===== src/sv/fh64_pkg.sv =====
`timescale 1ns / 1ps
// ----------------------------------------------------------------------------
// fh64_pkg
// Constants shared by the streaming 64-bit fast hash block.
// ----------------------------------------------------------------------------
package fh64_pkg;

  // Accumulator multiplier and word mix multiplier.
  localparam logic [63:0] MulConst = 64'h8803_55f2_1e6d_1965;
  localparam logic [63:0] MixConst = 64'h2127_599b_f432_5c37;

  // Shift amounts of the xor-shift mix.
  localparam int unsigned MixShiftA = 23;
  localparam int unsigned MixShiftB = 47;

  // Field widths of the stream payload.
  localparam int unsigned WordW   = 64;
  localparam int unsigned NbytesW = 4;
  localparam int unsigned LenW    = 32;
  localparam int unsigned InDataW = 104;

  // Configuration register indexes.
  localparam int unsigned CfgIdxW = 2;
  localparam logic [CfgIdxW-1:0] CfgSeed   = 2'd0;
  localparam logic [CfgIdxW-1:0] CfgNarrow = 2'd1;

endpackage


===== src/sv/fast_hash_64_stream.sv =====
`timescale 1ns / 1ps
// Each 64-bit product is formed on the shared 32x32 multiplier from three partial products
// and a drain step, and a word needs up to four of them (seed, word mix, accumulator, final
// mix). The input is not ready while a word is in progress, so a new word is taken only once
// the last one is done. The final mix also waits while the previous result still sits in the
// output register.
// Reset (rst_ni low, asynchronous) clears the seed, the mode, the sequencer and output valid.
// ----------------------------------------------------------------------------
// fast_hash_64_stream
// Streaming fasthash64 over little-endian 64-bit words, using one shared
// 32x32 multiplier under a small sequencer.
// ----------------------------------------------------------------------------
module fast_hash_64_stream (
  input  logic                               clk_i,
  input  logic                               rst_ni,
  input  logic                               s_axis_tvalid_i,
  output logic                               s_axis_tready_o,
  // tdata: data_word [63:0], valid_bytes [67:64], message_length [99:68], zero pad
  input  logic [fh64_pkg::InDataW-1:0]       s_axis_tdata_i,
  // tuser: first_word [0]
  input  logic                               s_axis_tuser_i,
  input  logic                               s_axis_tlast_i,
  output logic                               m_axis_tvalid_o,
  input  logic                               m_axis_tready_i,
  // tdata: hash_value [63:0]
  output logic [63:0]                        m_axis_tdata_o,
  input  logic                               cfg_valid_i,
  output logic                               cfg_ready_o,
  input  logic [fh64_pkg::CfgIdxW-1:0]       cfg_index_i,
  input  logic [63:0]                        cfg_data_i
);

  localparam logic StIdle = 1'b0;
  localparam logic StMul  = 1'b1;

  localparam logic [1:0] OpInit = 2'd0;
  localparam logic [1:0] OpWord = 2'd1;
  localparam logic [1:0] OpAccm = 2'd2;
  localparam logic [1:0] OpFin  = 2'd3;

  localparam logic [1:0] PhLast = 2'd3;

  function automatic logic [63:0] pre_mix(input logic [63:0] x);
    return x ^ (x >> fh64_pkg::MixShiftA);
  endfunction

  function automatic logic [63:0] post_mix(input logic [63:0] x);
    return x ^ (x >> fh64_pkg::MixShiftB);
  endfunction

  function automatic logic [63:0] byte_mask(input logic [fh64_pkg::NbytesW-1:0] nb);
    logic [63:0] m;
    m = '0;
    for (int i = 0; i < 8; i++) begin
      if (nb > fh64_pkg::NbytesW'(i)) m[8*i +: 8] = 8'hff;
    end
    return m;
  endfunction

  // Payload unpacking.
  logic [63:0]                   in_word;
  logic [fh64_pkg::NbytesW-1:0]  in_nbytes;
  logic [fh64_pkg::LenW-1:0]     in_len;
  logic [63:0]                   in_masked;
  logic                          in_has_bytes;
  logic                          s_fire;

  assign in_word      = s_axis_tdata_i[63:0];
  assign in_nbytes    = s_axis_tdata_i[67:64];
  assign in_len       = s_axis_tdata_i[99:68];
  assign in_masked    = in_word & byte_mask(in_nbytes);
  assign in_has_bytes = (in_nbytes != '0);

  logic [63:0] seed_q;
  logic        narrow_q;
  logic [63:0] acc_q, acc_d;
  logic        in_msg_q, in_msg_d;
  logic        state_q, state_d;
  logic [1:0]  op_q, op_d;
  logic [1:0]  phase_q, phase_d;
  logic [63:0] mul_a_q, mul_a_d;
  logic [63:0] prod_q, prod_d;
  logic [63:0] sum_q, sum_d;
  logic [63:0] word_q, word_d;
  logic        has_bytes_q, has_bytes_d;
  logic        last_q, last_d;
  logic        out_valid_q, out_valid_d;
  logic [63:0] out_data_q, out_data_d;

  logic [63:0] mul_const;
  logic [31:0] op_x, op_y;
  logic [63:0] mul_res;
  logic [63:0] seed_eff;
  logic [63:0] init_acc;
  logic [63:0] fin_hash;
  logic        slot_free;
  logic        fin_stall;

  assign s_axis_tready_o = (state_q == StIdle);
  assign s_fire          = s_axis_tvalid_i && s_axis_tready_o;
  assign cfg_ready_o     = 1'b1;
  assign m_axis_tvalid_o = out_valid_q;
  assign m_axis_tdata_o  = out_data_q;

  assign slot_free = !out_valid_q || m_axis_tready_i;
  assign fin_stall = (state_q == StMul) && (op_q == OpFin) && (phase_q == PhLast) && !slot_free;

  // Operand selection for the three partial products of a 64-bit low product.
  assign mul_const = ((op_q == OpWord) || (op_q == OpFin)) ? fh64_pkg::MixConst
                                                             : fh64_pkg::MulConst;
  always_comb begin
    case (phase_q)
      2'd1:    begin op_x = mul_a_q[63:32]; op_y = mul_const[31:0];  end
      2'd2:    begin op_x = mul_a_q[31:0];  op_y = mul_const[63:32]; end
      default: begin op_x = mul_a_q[31:0];  op_y = mul_const[31:0];  end
    endcase
  end

  assign prod_d   = {32'b0, op_x} * {32'b0, op_y};
  assign mul_res  = sum_q + {prod_q[31:0], 32'b0};
  assign seed_eff = narrow_q ? {32'b0, seed_q[31:0]} : seed_q;
  assign init_acc = seed_eff ^ mul_res;
  assign fin_hash = post_mix(mul_res);

  always_comb begin
    sum_d = sum_q;
    if (state_q == StMul && !fin_stall) begin
      if (phase_q == 2'd1) sum_d = prod_q;
      else                 sum_d = sum_q + {prod_q[31:0], 32'b0};
    end
  end

  // Sequencer.
  always_comb begin
    state_d     = state_q;
    op_d        = op_q;
    phase_d     = phase_q;
    mul_a_d     = mul_a_q;
    acc_d       = acc_q;
    in_msg_d    = in_msg_q;
    word_d      = word_q;
    has_bytes_d = has_bytes_q;
    last_d      = last_q;
    out_valid_d = out_valid_q && !m_axis_tready_i;
    out_data_d  = out_data_q;

    unique case (state_q)
      StIdle: begin
        if (s_fire) begin
          word_d      = in_masked;
          has_bytes_d = in_has_bytes;
          last_d      = s_axis_tlast_i;
          phase_d     = '0;
          if (s_axis_tuser_i) begin
            in_msg_d = 1'b1;
            mul_a_d  = {32'b0, in_len};
            op_d     = OpInit;
            state_d  = StMul;
          end else if (in_msg_q) begin
            // Continuation word; a word without bytes and without last is a no-op.
            if (in_has_bytes) begin
              mul_a_d = pre_mix(in_masked);
              op_d    = OpWord;
              state_d = StMul;
            end else if (s_axis_tlast_i) begin
              mul_a_d = pre_mix(acc_q);
              op_d    = OpFin;
              state_d = StMul;
            end
          end
        end
      end
      StMul: begin
        if (phase_q != PhLast) begin
          phase_d = phase_q + 2'd1;
        end else begin
          phase_d = '0;
          unique case (op_q)
            OpInit: begin
              acc_d = init_acc;
              if (has_bytes_q) begin
                mul_a_d = pre_mix(word_q);
                op_d    = OpWord;
              end else if (last_q) begin
                mul_a_d = pre_mix(init_acc);
                op_d    = OpFin;
              end else begin
                state_d = StIdle;
              end
            end
            OpWord: begin
              mul_a_d = acc_q ^ fin_hash;
              op_d    = OpAccm;
            end
            OpAccm: begin
              acc_d = mul_res;
              if (last_q) begin
                mul_a_d = pre_mix(mul_res);
                op_d    = OpFin;
              end else begin
                state_d = StIdle;
              end
            end
            OpFin: begin
              if (slot_free) begin
                out_valid_d = 1'b1;
                out_data_d  = narrow_q ? {32'b0, fin_hash[31:0] - fin_hash[63:32]}
                                       : fin_hash;
                in_msg_d    = 1'b0;
                state_d     = StIdle;
              end else begin
                // Hold until the previous result transaction completes.
                phase_d = PhLast;
              end
            end
            default: state_d = StIdle;
          endcase
        end
      end
      default: state_d = StIdle;
    endcase
  end

  always_ff @(posedge clk_i or negedge rst_ni) begin
    if (!rst_ni) begin
      seed_q      <= '0;
      narrow_q    <= 1'b0;
      acc_q       <= '0;
      in_msg_q    <= 1'b0;
      state_q     <= StIdle;
      op_q        <= OpInit;
      phase_q     <= '0;
      out_valid_q <= 1'b0;
    end else begin
      acc_q       <= acc_d;
      in_msg_q    <= in_msg_d;
      state_q     <= state_d;
      op_q        <= op_d;
      phase_q     <= phase_d;
      out_valid_q <= out_valid_d;
      if (cfg_valid_i) begin
        unique case (cfg_index_i)
          fh64_pkg::CfgSeed:   seed_q   <= cfg_data_i;
          fh64_pkg::CfgNarrow: narrow_q <= cfg_data_i[0];
          default: ;
        endcase
      end
    end
  end

  always_ff @(posedge clk_i) begin
    mul_a_q     <= mul_a_d;
    word_q      <= word_d;
    has_bytes_q <= has_bytes_d;
    last_q      <= last_d;
    out_data_q  <= out_data_d;
    sum_q       <= sum_d;
    if (!fin_stall) prod_q <= prod_d;
  end

`ifndef NO_ASSERTIONS
  // The phase counter only runs while a product is in progress.
  assert property (@(posedge clk_i) disable iff (!rst_ni)
    (state_q == StIdle) |-> (phase_q == 2'd0))
    else $error("phase counter active while idle");

  // Multiplier work only happens inside an open message.
  assert property (@(posedge clk_i) disable iff (!rst_ni)
    (state_q == StMul) |-> in_msg_q)
    else $error("sequencer busy outside a message");

  // A finished final mix always lands in the output register.
  assert property (@(posedge clk_i) disable iff (!rst_ni)
    ((state_q == StMul) && (op_q == OpFin) && (phase_q == PhLast) && slot_free)
      |=> (m_axis_tvalid_o && (state_q == StIdle)))
    else $error("final hash not delivered to output register");
`endif

endmodule

===== config.mk =====
export PLATFORM = sky130hd
export DESIGN_NAME = fast_hash_64_stream
export DESIGN_NICKNAME = d
export VERILOG_FILES = /design/src/sv/fh64_pkg.sv /design/src/sv/fast_hash_64_stream.sv
export SDC_FILE = /design/constraint.sdc
export NUM_CORES = 2
export LEC_CHECK = 0
export ABC_CLOCK_PERIOD_IN_PS = 12800
export BUFFER_PORTS_ARGS = -buffer_cell sky130_fd_sc_hd__buf_2
export CELL_PAD_IN_SITES_DETAIL_PLACEMENT = 1
export CELL_PAD_IN_SITES_GLOBAL_PLACEMENT = 2
export CORE_MARGIN = 8
export CORE_UTILIZATION = 42
export DETAILED_ROUTE_END_ITERATION = 6
export PLACE_DENSITY_LB_ADDON = 0.2
export REMOVE_ABC_BUFFERS = 1
export SLEW_MARGIN = 30
export SYNTH_ARGS = -nofsm -noshare
export SYNTH_HDL_FRONTEND = slang
export SYNTH_SLANG_ARGS = --single-unit
export TNS_END_PERCENT = 20

===== constraint.sdc =====
create_clock -name clk_i -period 12.8 [get_ports clk_i]
set_input_delay 3.2 -clock clk_i [delete_from_list [all_inputs] [get_ports clk_i]]
set_output_delay 3.2 -clock clk_i [all_outputs]
set_load 0.1 [all_outputs]

# Yosys cells after proc, flatten, opt, wreduce, memory -nomap -nowiden
# Cells that the tools add are included.
dict set report totals {
  reg_bits 458
  out_inout_bits 67
  word_cells 143
}
dict set report op_classes {
  bitwise 11
  mul 1
  mux 62
  n_lt_le_gt_ge 8
  reduce_logical 24
  n_eq_ne 18
  add_sub_neg 3
}
# cell count
set ops {}
lappend ops {{64-bit two-way mux} 12}
lappend ops {{64-bit by 41-bit XOR with 64-bit output} 5}
lappend ops {{64-bit one-hot mux with 2 select lines} 2}
lappend ops {{64-bit one-hot mux with 3 select lines} 1}
lappend ops {{64-bit XOR} 2}
lappend ops {{32-bit two-way mux} 3}
lappend ops {{64-bit adder} 1}
lappend ops {{64-bit AND} 1}
lappend ops {{32-bit by 32-bit multiplier with 64-bit output} 1}
lappend ops {{8-bit two-way mux} 8}
lappend ops {{64-bit by 17-bit XOR with 64-bit output} 1}
lappend ops {{32-bit subtractor} 1}
lappend ops {{2-bit two-way mux} 12}
lappend ops {{1-bit two-way mux} 18}
lappend ops {{4-bit by 3-bit greater-than comparator with 1-bit output, second input constant} 4}
lappend ops {{5-bit AND reduction} 2}
lappend ops {{2-bit == test, second input constant} 4}
lappend ops {{4-bit by 1-bit greater-than comparator with 1-bit output, second input constant} 2}
lappend ops {{4-bit by 2-bit greater-than comparator with 1-bit output, second input constant} 2}
lappend ops {{2-bit by 1-bit != test with 1-bit output, second input constant} 4}
lappend ops {{4-bit by 1-bit != test with 1-bit output, second input constant} 2}
lappend ops {{2-bit one-hot mux with 2 select lines} 2}
lappend ops {{7-bit AND reduction} 1}
lappend ops {{2-bit by 1-bit == test with 1-bit output, second input constant} 3}
lappend ops {{18 further kinds} 33}

# Longest topological paths before layout
dict set report logic_depth {
  ltp_word 9
  depth_mapped 38
  depth_no_buf 33
}

# Worst setup path after synthesis
# Ideal clock, no wire load.
dict set report synth_timing {
  path_type {register to register}
  start {register op_q[0]}
  end {register prod_q[62], data pin}
  t_required_ns 12.542
  path_buffers 7
  path_stages_with_launch 34
  period_less_slack_ns 9.287
  setup_ns 0.258
  setup_slack_ns 3.513
  arrival_time_ns 9.029
  cell_sequence {dfrtp_1 ha_1 clkbuf_1 or2_2 clkinv_1 clkbuf_1 buf_1 buf_1 ha_1 clkbuf_1 clkbuf_1 nor2_1 fa_1 fa_1 fa_1 inv_1 fa_1 inv_1 ha_1 ha_1 fa_1 fa_1 ha_1 clkbuf_1 nand4_1 nor4_1 o31ai_1 a31oi_1 a31oi_1 a31oi_1 a31oi_1 o31ai_1 a21oi_1 xnor2_1}
}
dict set report synth_between {
  elab_chain_len 5
  elab_cells_between_ends 6
  classes_between {mul (1); eq/ne (2); mux (2); reduce/logical (1)}
}
# element line_no
set synth_lines {}
lappend synth_lines {{from (decl)} fast_hash_64_stream.sv:79} ;# logic [1:0] op_q, op_d;
lappend synth_lines {{from (signal assigned)} fast_hash_64_stream.sv:231} ;# op_q <= OpInit;
lappend synth_lines {{from (signal assigned)} fast_hash_64_stream.sv:238} ;# op_q <= op_d;
lappend synth_lines {{2-bit by 1-bit == test with 1-bit output / 2-bit == test (equally long branches)} fast_hash_64_stream.sv:109} ;# assign mul_const = ((op_q == OpWord) || (op_q == OpFin)) ? fh64_pkg::MixConst
lappend synth_lines {{1-bit logical OR *} fast_hash_64_stream.sv:109}
lappend synth_lines {{64-bit two-way mux *} fast_hash_64_stream.sv:109}
lappend synth_lines {{32-bit two-way mux *} fast_hash_64_stream.sv:112} ;# case (phase_q)
lappend synth_lines {{32-bit by 32-bit multiplier with 64-bit output *} fast_hash_64_stream.sv:119} ;# assign prod_d = {32'b0, op_x} * {32'b0, op_y};
lappend synth_lines {{named net prod_d[62]} fast_hash_64_stream.sv:82} ;# logic [63:0] prod_q, prod_d;
lappend synth_lines {{to (signal assigned)} fast_hash_64_stream.sv:258} ;# if (!fin_stall) prod_q <= prod_d;
lappend synth_lines {{to (decl)} fast_hash_64_stream.sv:82}
# Mark *: on every way through the listed nets, which the timed path passes. The rest lies on a longest branch.
# A chain may end at the register's enable or synchronous reset.

# Worst setup path in the final report
dict set report layout_timing {
  start {register phase_q[1]}
  end {register prod_q[62], data pin}
}
dict set report layout_between {
  elab_chain_len 3
  elab_cells_between_ends 5
  classes_between {mul (1); eq/ne (2); mux (2)}
}
# element line_no
set layout_lines {}
lappend layout_lines {{from (decl)} fast_hash_64_stream.sv:80} ;# logic [1:0] phase_q, phase_d;
lappend layout_lines {{from (signal assigned)} fast_hash_64_stream.sv:239} ;# phase_q <= phase_d;
lappend layout_lines {{2-bit by 1-bit == test with 1-bit output / 2-bit == test (equally long branches)} fast_hash_64_stream.sv:112}
lappend layout_lines {{32-bit two-way mux} fast_hash_64_stream.sv:112}
lappend layout_lines {{32-bit by 32-bit multiplier with 64-bit output *} fast_hash_64_stream.sv:119}
lappend layout_lines {{named net prod_d[62]} fast_hash_64_stream.sv:82}
# Marks and branches as above.

==> impl_metrics.yaml <==
global_route:
  grt_pass1_wl_microns: 318200
  grt_pass1_vias: 46450
  grt_usage_pct: 29.43
  globalRouteOverflowTotal: 0
  grt_max_degree: 116
  antenna_found_initial: 10
layout:
  area_growth_pct: 9.286
  multi_input_area_sq_mm: 0.03828
  fin_nets: 7272
  n_fill_cell: 15090
  final_layout_size_suffix_gt1_share_pct: 9.956
  regArea_sq_mm: 0.01308
setup_path:
  path_max_fanout: 33
  crit_path_end: "prod_q[62]$_DFFE_PN_"
  slowest_stage: "nor4_1"
  cp.depth: 32
  startpoint_type: "flop"
  ff2ff_path_depth: 32
  r2r_start: "phase_q[1]$_DFFE_PN0N_"
  cp.required_ns: 13.15
  critical_path_class: "reg -> reg"
  crit_arrival_ns: 10.91
  cp-startpoint: "phase_q[1]$_DFFE_PN0N_"
  path_delay_family: "adder cells"
  crit_path_end_kind: "flop"
  critPathBufInv: 9
  r2r_end: "prod_q[62]$_DFFE_PN_"
  slowest_delay_ns: 0.66
  r2r_slack_ns: 2.25
min_path:
  hold_depth: 1
  hold_class: "reg -> reg"
clock_tree:
  postCtsHoldBufs: 0
  cts_resized: 0
  cts_made_buffers: 47
  cts_tree: "done"
  clock_latency_ns: 0.62
  clock_path_buffers: 3
  clock_sinks: 458
  clkTransAtPathRegs_ns: 0.06
  cts_root_buffer: "clkbuf_16"
  htreeDepth: 2
  post_cts_buffers: 0
detailed_routing:
  ant_nets: 0
  vias_per_cell: 5.599
  drt-met1-wl_microns: 95860
  wl_met2_microns: 98600
  dr.pass1.iters: 5
  wl_per_cell_microns: 28.17
  drcViolationCount: 0
  vias: 43090
  met3_length_microns: 13280
  drt_wl_total_microns: 216800
  first_iter_violations: 3573
  highest_layer: "met4"
sta:
  rsz0062_at_grt: "no"
  worstMarginPinSlew_ns: 1.072
  timing.setup.tns_ns: 0
  relSlewSlack_pct: 28.55
  fin_skew_ns: 0.01856
  setup-violations-final: 0
  min_period_over_period_pct: 82.44
  slew_violations: 0
  fin_crit_ns: 10.55
  fmax_mhz: 94.77
  hold_viol_final: 0
logic_synthesis:
  synth_seq_area_share_pct: 23.38
  synth_warnings: 0
  synth_edf_count: 322
  synthArstFlopShare_pct: 29.69
  synth_cell_type_count: 85
  ys_seq_elements: 458
  postSynthAreaPerCell_sq_um: 9.794
  synthTopCellsByArea: "fa_1 27%, edfxtp_1 17%, ha_1 10%"
  synthTopCellsByCount: "1018 x inv_1, 743 x fa_1, 464 x ha_1, 464 x nand2_1, 366 x nor2_1"
  netlist_instances: 5709
  syn_area_sq_mm: 0.05592
  yosys.cell_count.top_type: "inv_1"
  synth_top_area_cell: "fa_1"
  yosys.area.top_type_share_pct: 26.60
  synth_ff_type: "edfxtp_1"
placement:
  portBuffers: 238
  hpwl_microns: 180700
  routabilityCongestion: 0.9397
run_status:
  status: "complete, no violations"
floorplan:
  rows: 134
  core_area_sq_mm: 0.1328
  die_area_sq_mm: 0.1451
  io_pins: 244
  initial_core_util_pct: 42.11
  die_h_microns: 380.9
  die_x_microns: 380.9
job:
  drv_cap: 0
-- cell usage in the layout (no fill, tap or decap), types with 49 or more instances in the layout --
| cell type | count |
|---|---|
| a211oi_1 | 64 |
| a21o_1 | 79 |
| a21oi_1 | 260 |
| and2_1 | 84 |
| buf_2 | 237 |
| buf_4 | 102 |
| clkbuf_16 | 49 |
| dfrtp_1 | 134 |
| edfxtp_1 | 322 |
| fa_1 | 743 |
| ha_1 | 458 |
| inv_1 | 1017 |
| mux2_2 | 87 |
| nand2_1 | 464 |
| nand2b_1 | 76 |
| nor2_1 | 361 |
| nor2b_1 | 71 |
| o21ai_0 | 258 |
| xnor2_1 | 329 |
| xor2_1 | 177 |
-- sequential cells by signal (all words and copies together), names as in the netlist, 2 cells and up --
signal / cells
word_q: 64
mul_a_q: 64
seed_q: 64
sum_q: 64
m_axis_tdata_o: 64
prod_q: 64
op_q: 2
phase_q: 2
acc_q: 64
-- routing by layer --
| layer | vias to the layer above | global-route usage (%) |
|---|---|---|
| met5 | - | 0 |
| li1 | 18800 | - |
| met3 | 328 | 3.827 |
| met2 | 1410 | 46.70 |
| met1 | 22560 | 41.57 |
| met4 | 0 | 10.12 |
-- how the worst min path moves through the flow --
stage                                 startpoint                      to
after global routing      seed_q[53]$_DFFE_PN0P_  seed_q[53]$_DFFE_PN0P_
after global placement      in_msg_q$_DFFE_PN0P_    in_msg_q$_DFFE_PN0P_
final                     seed_q[53]$_DFFE_PN0P_  seed_q[53]$_DFFE_PN0P_
after CTS                 seed_q[53]$_DFFE_PN0P_  seed_q[53]$_DFFE_PN0P_
after detailed placement    prod_q[61]$_DFFE_PN_     sum_q[61]$_DFFE_PP_
after floorplan             in_msg_q$_DFFE_PN0P_    in_msg_q$_DFFE_PN0P_
-- layout make-up --
| type | count | share of cell area, % |
|---|---|---|
| diodes | 2 | 0.008190 |
| well taps | 1768 | 3.620 |
| multi-input cells | 4001 | 62.64 |
| clock buffers | 67 | 2.183 |
| clock inverters | 20 | 0.3604 |
| flip-flops and latches | 458 | 21.40 |
| inverters | 1034 | 6.353 |
| repair buffers | 346 | 3.434 |
-- cells by family (layout without fill, tap and decap cells) --
kind of cell | after synthesis | count (layout) | synth area share (%)
flops | 458 | 458 | 23.38
compound gates | 945 | 945 | 10.68
xor+xnor | 522 | 522 | 8.447
simple gates | 1189 | 1189 | 9.508
buf+inv | 1253 | 1467 | 8.418
mux | 129 | 129 | 2.504
fa+ha+maj | 1211 | 1211 | 37.06
other cells | 2 | 7 | 0.01343
-- stage by stage --
step / std cells / instance area (sq um) / util, % / worst slack (ns) / hold slack [ns]
after floorplan: 5493 / 55100 / - / 1.467 / 0.4580
after global routing: 7694 / 61100 / 46.02 / 1.824 / 0.5515
after detailed placement: 7606 / 59510 / 44.82 / 2.403 / 0.5164
after CTS: 7693 / 61060 / 45.99 / 2.374 / 0.5314
after global placement: 7605 / 59480 / 44.79 / 2.469 / 0.4814
final: 7696 / 61110 / 46.02 / 2.248 / 0.5292
Power is left out: the tool's default activity adds up to more than one toggle a clock period on the data nets, which glitch-free logic cannot reach.
